===== src/sv/bcrop_pkg.sv =====
// ----------------------------------------------------------------------------
// bcrop_pkg
// Shared constants, register indexes and controller/datapath signal groups.
// ----------------------------------------------------------------------------
package bcrop_pkg;

    localparam int DEF_MAX_ROWS   = 1024;
    localparam int DEF_MAX_COLS   = 1024;
    localparam int DEF_PIXEL_BITS = 16;

    localparam int CFG_W     = 16;
    localparam int CFG_IDX_W = 2;
    localparam int COUNT_W   = 11;
    localparam int MINVAR_W  = 16;
    localparam int MARGIN_W  = 10;
    localparam int FIELD_W   = 11;

    localparam logic [CFG_IDX_W-1:0] REG_ROWS   = 2'd0;
    localparam logic [CFG_IDX_W-1:0] REG_COLS   = 2'd1;
    localparam logic [CFG_IDX_W-1:0] REG_MINVAR = 2'd2;
    localparam logic [CFG_IDX_W-1:0] REG_MARGIN = 2'd3;

    localparam logic [COUNT_W-1:0]  RST_ROWS   = 11'd1024;
    localparam logic [COUNT_W-1:0]  RST_COLS   = 11'd1024;
    localparam logic [MINVAR_W-1:0] RST_MINVAR = 16'd0;
    localparam logic [MARGIN_W-1:0] RST_MARGIN = 10'd0;

    typedef struct packed {
        logic accept_en;
        logic scan_start;
        logic scan_rd;
        logic calc;
        logic load;
    } t_cmd;

    typedef struct packed {
        logic last_pixel;
        logic scan_last;
        logic out_free;
    } t_sts;

endpackage


===== src/sv/bcrop_ctrl.sv =====
// ----------------------------------------------------------------------------
// bcrop_ctrl
// Frame sequencer: pixel stream, write drain, column scan, bound math, result.
// ----------------------------------------------------------------------------
module bcrop_ctrl (
    input  logic            i_clk,
    input  logic            i_rst_n,
    input  logic            i_pix_valid,
    input  bcrop_pkg::t_sts i_sts,
    output bcrop_pkg::t_cmd o_cmd
);
    import bcrop_pkg::*;

    typedef enum logic [5:0] {
        S_STREAM = 6'b000001,
        S_DRAIN  = 6'b000010,
        S_SCAN   = 6'b000100,
        S_TAIL   = 6'b001000,
        S_CALC   = 6'b010000,
        S_LOAD   = 6'b100000
    } t_state;

    t_state r_state;
    t_state n_state;

    always_comb begin
        n_state = r_state;
        o_cmd   = '0;
        case (r_state)
            S_STREAM: begin
                o_cmd.accept_en = 1'b1;
                if (i_pix_valid && i_sts.last_pixel) begin
                    n_state = S_DRAIN;
                end
            end
            S_DRAIN: begin
                o_cmd.scan_start = 1'b1;
                n_state          = S_SCAN;
            end
            S_SCAN: begin
                o_cmd.scan_rd = 1'b1;
                if (i_sts.scan_last) begin
                    n_state = S_TAIL;
                end
            end
            S_TAIL: begin
                n_state = S_CALC;
            end
            S_CALC: begin
                o_cmd.calc = 1'b1;
                n_state    = S_LOAD;
            end
            S_LOAD: begin
                if (i_sts.out_free) begin
                    o_cmd.load = 1'b1;
                    n_state    = S_STREAM;
                end
            end
            default: begin
                n_state = S_STREAM;
            end
        endcase
    end

    always_ff @(posedge i_clk) begin
        if (!i_rst_n) begin
            r_state <= S_STREAM;
        end else begin
            r_state <= n_state;
        end
    end
endmodule


===== config.mk =====
export PLATFORM = sky130hd
export DESIGN_NAME = bcrop_ctrl
export DESIGN_NICKNAME = d
export VERILOG_FILES = /design/src/sv/bcrop_pkg.sv /design/src/sv/bcrop_ctrl.sv
export SDC_FILE = /design/constraint.sdc
export NUM_CORES = 1
export LEC_CHECK = 0
export ABC_AREA = 1
export BUFFER_PORTS_ARGS = -buffer_cell sky130_fd_sc_hd__buf_4
export CAP_MARGIN = 5
export CELL_PAD_IN_SITES_DETAIL_PLACEMENT = 1
export CELL_PAD_IN_SITES_GLOBAL_PLACEMENT = 2
export CORE_UTILIZATION = 24
export CTS_CLUSTER_DIAMETER = 30
export DETAILED_ROUTE_END_ITERATION = 12
export PLACE_DENSITY = 0.75
export SYNTH_ARGS = -nofsm -noshare
export SYNTH_HDL_FRONTEND = slang
export SYNTH_SLANG_ARGS = --single-unit
export TNS_END_PERCENT = 50

===== constraint.sdc =====
create_clock -name i_clk -period 1.4 [get_ports i_clk]
set_input_delay 0.14 -clock i_clk [delete_from_list [all_inputs] [get_ports i_clk]]
set_output_delay 0.14 -clock i_clk [all_outputs]
set_load 0.02 [all_outputs]

== Yosys cells after proc, flatten, opt, wreduce, memory -nomap -nowiden ==
Index checks and enable logic that the tools add are counted.
Word-level totals
  output and inout bits: 5
  word-level logic and storage cells: 22
  register bits after elaboration: 6
Cells by class
  equality and inequality tests: 9
  multiplexer cells: 10
  reductions and logical operators: 2
Operator list (count)
  $pmux 6 s6: 1
  $mux 6: 3
  $eq 6x1->1 const B: 1
  $eq 6x2->1 const B: 1
  $eq 6x3->1 const B: 1
  $eq 6x4->1 const B: 1
  $eq 6x5->1 const B: 1
  $eq 6x6->1 const B: 1
  $mux 1: 6
  $ne 2x2->1 const B: 3
  $reduce_and 3->1: 1
  $logic_and 1x1->1: 1

== Depth between registers and ports, before layout ==
  depth in word-level cells: 3
  mapped depth: 7

== Worst setup path before layout ==
Ideal clock, no wire load.
  path type: flip-flop to output port
  start point: register r_state[0]
  end point: output o_cmd[0] (netlist bit)
  arrival: 0.877 ns
  path slack: 0.383 ns
  buffers on the path: 0
  cell stages (with the launch flop): 4
  required time: 1.260 ns
  path through: dfxtp_1 > nor2_2 > nand3_1 > nor2_1
RTL lines
  start: declaration: line bcrop_ctrl.sv:23  | t_state r_state;
  start signal: assignment: line bcrop_ctrl.sv:69  | r_state <= n_state;
  end: declaration: line bcrop_ctrl.sv:10  | output bcrop_pkg::t_cmd o_cmd

==> results.cfg <==
[outcome]
status = complete, no violations

[setup_path]
critical_path_peak_fanout = 3
slowest_stage = dfxtp_1
crit_top_cell = inv_1
critPathKind = flip-flop to output port
max_stage_delay_ps = 380
r2r_end = r_state[0]$_SDFFE_PN1P_
r2r_slack_ps = 320
startpoint_type = flip-flop
required_ps = 1260
reg2reg_depth = 7
r2r-start = r_state[2]$_SDFFE_PN0P_
crit_path_end_kind = output port
cp_data_arrival_time_ps = 1170
path_buf_inv = 3
path_cells = inv_1 -> nor2_1 -> nand3_1 -> inv_1 -> buf_4
crit_family = flip-flops

[final_layout]
regMostFlops = r_state
fin_nets = 72
layout-drive-gt1-share_pct = 26.6
final_common_cell = inv_1
mostFrequentLayoutCells = 13 x inv_1, 10 x buf_4, 9 x nor2_1
largest_reg_flops = 6
diodes = 0
stdcell_count = 78
area_delta_synth_final_pct = 40.0
stdcell_area_um2 = 455
top_regs = r_state x6

[synthesis]
synth.distinct_cells = 10
synth_cells = 51
ys_ff_latch = 6
syn_avg_cell_area_um2 = 6.38
syn-cell-area_um2 = 325
yosysSeqAreaShare_pct = 36.9
ys_warn_count = 0
syn_nets = 57

[timing]
maxSlewViolCount = 0
final.min_clock_period_ps = 1310
max_slew_margin_pct = 88.7
hold_viol = 0
setup_tns_ps = 0
fmax_ghz = 0.761
skew_ps = 4.23
worst_pin_slew_ps = 170
period_share_pct = 93.8
setup_viol = 0

[die]
die_w_um = 38.8
die_h_um = 38.8
ios = 11
die_area_um2 = 1510
rows = 12
core_area_um2 = 1190
initial_utilization_pct = 27.4

[clock_tree]
cts_tree = done
postCtsSetupRepairBufs = 0
htreeDepth = 1
cts_buffer_depth = 2
cts_buffers = 3
root_buffer = clkbuf_4
clk_latency_ps = 250
clk_pin_slew_ps = 50
cts_sinks = 6

[place]
place_congestion = 0.683
placed_cells = 75
place_area_um2 = 418
dp_hpwl_um = 649
portBuffers = 10

[pwr]
fin_total_pwr_mw = 0.559
ir_drop_uv = 724
p_per_area_nw_per_um2 = 1230
leakage_nw = 0.253

[detailed_routing]
finalWirelength_um = 819
drc = 0
ant_nets = 0
via_per_inst = 4.64
dr.pass1.iters = 1
drt_iter0_markers = 0
wl_per_cell_um = 10.5
vias = 362

[global_routing]
grt_remaining_overflow = 0
grt_pass1_wl_um = 1370
grt_max_degree = 7
grt_antenna_before_repair = 0
grt_pass1_vias = 327
grt_usage_pct = 14.5

[worst_hold_path]
hp-class = input port to flip-flop
whs_path_depth = 3
hold_end = r_state[0]$_SDFFE_PN1P_
hp-start = i_rst_n

[flow_run]
cap_violations = 0
[kinds of logic (layout without fill, tap and decap cells)]
family / Yosys count / in the layout / synth area share, %
and+or+nand+nor: 29 / 29 / 41.5
buffers and inverters: 13 / 26 / 15.0
DFF: 6 / 6 / 36.9
AOI/OAI and AO/OA: 3 / 3 / 6.54
[cell type report]
cell class	instances	area [µm²]
repair buffers	10	75.1
multi-input cells	32	171
clock buffers	3	22.5
flip-flops and latches	6	120
inverters	13	48.8
fillers	167	731
well taps	14	17.5
[through the flow]
stage | util, % | hold slack, ps | setup slack, ps
3_3_place_gp | 35.2 | 429 | 264
5_1_grt | 38.4 | 200 | -2.83
2_1_floorplan | - | 296 | 383
3_5_place_dp | 35.2 | 434 | 245
6_report | 38.4 | 174 | 86.7
4_1_cts | 37.1 | 174 | 33.9
[where the power goes]
part,switching (mW),internal (mW)
clock network,0.0684,0.0974
logic,0.108,0.0736
registers,0.0221,0.189
[worst max-delay path by stage]
stage	to	slack, ps	start	cells past startpoint
CTS	o_cmd[2]	30	r_state[0]$_SDFFE_PN1P_	4
detailed placement	r_state[0]$_SDFFE_PN1P_	250	r_state[2]$_SDFFE_PN0P_	4
global route	o_cmd[4]	-3	r_state[0]$_SDFFE_PN1P_	5
global placement	r_state[0]$_SDFFE_PN1P_	260	r_state[2]$_SDFFE_PN0P_	4
floorplan	o_cmd[0]	380	r_state[0]$_SDFFE_PN1P_	3
finish	o_cmd[2]	90	r_state[2]$_SDFFE_PN0P_	5
[worst min-delay path, delay by kind of cell]
family                 cells  cell delay (ps)
and+or+nand+nor            1               50
buffers and inverters      1              110
AOI/OAI and AO/OA          1               90
[metal layers]
layer / up-vias / track usage, % / share of wire (%)
li1: 186 / - / -
met1: 158 / 16.8 / 49
met2: 13 / 21.7 / 41
met3: 5 / 3.47 / 4.4
met4: 0 / 12.9 / 4.9
met5: - / 0 / 0
[synth_stat cells (all sizes together)]
| master | instances | share of area, % |
|---|---|---|
| nor3 | 2 | 3.1 |
| nand2 | 5 | 5.8 |
| o21bai | 1 | 3.5 |
| nand4 | 3 | 5.8 |
| nor2 | 12 | 16 |
| dfxtp | 6 | 37 |
| inv | 13 | 15 |
| a21oi | 2 | 3.1 |
| nand3 | 7 | 11 |
[repair_timing]
item                                    4_1_cts  5_1_grt
hold buffers                                  0        0
gates resized for setup                       0        3
endpoints found under the setup margin        0        4
Power figures use the tool's default switching activity.
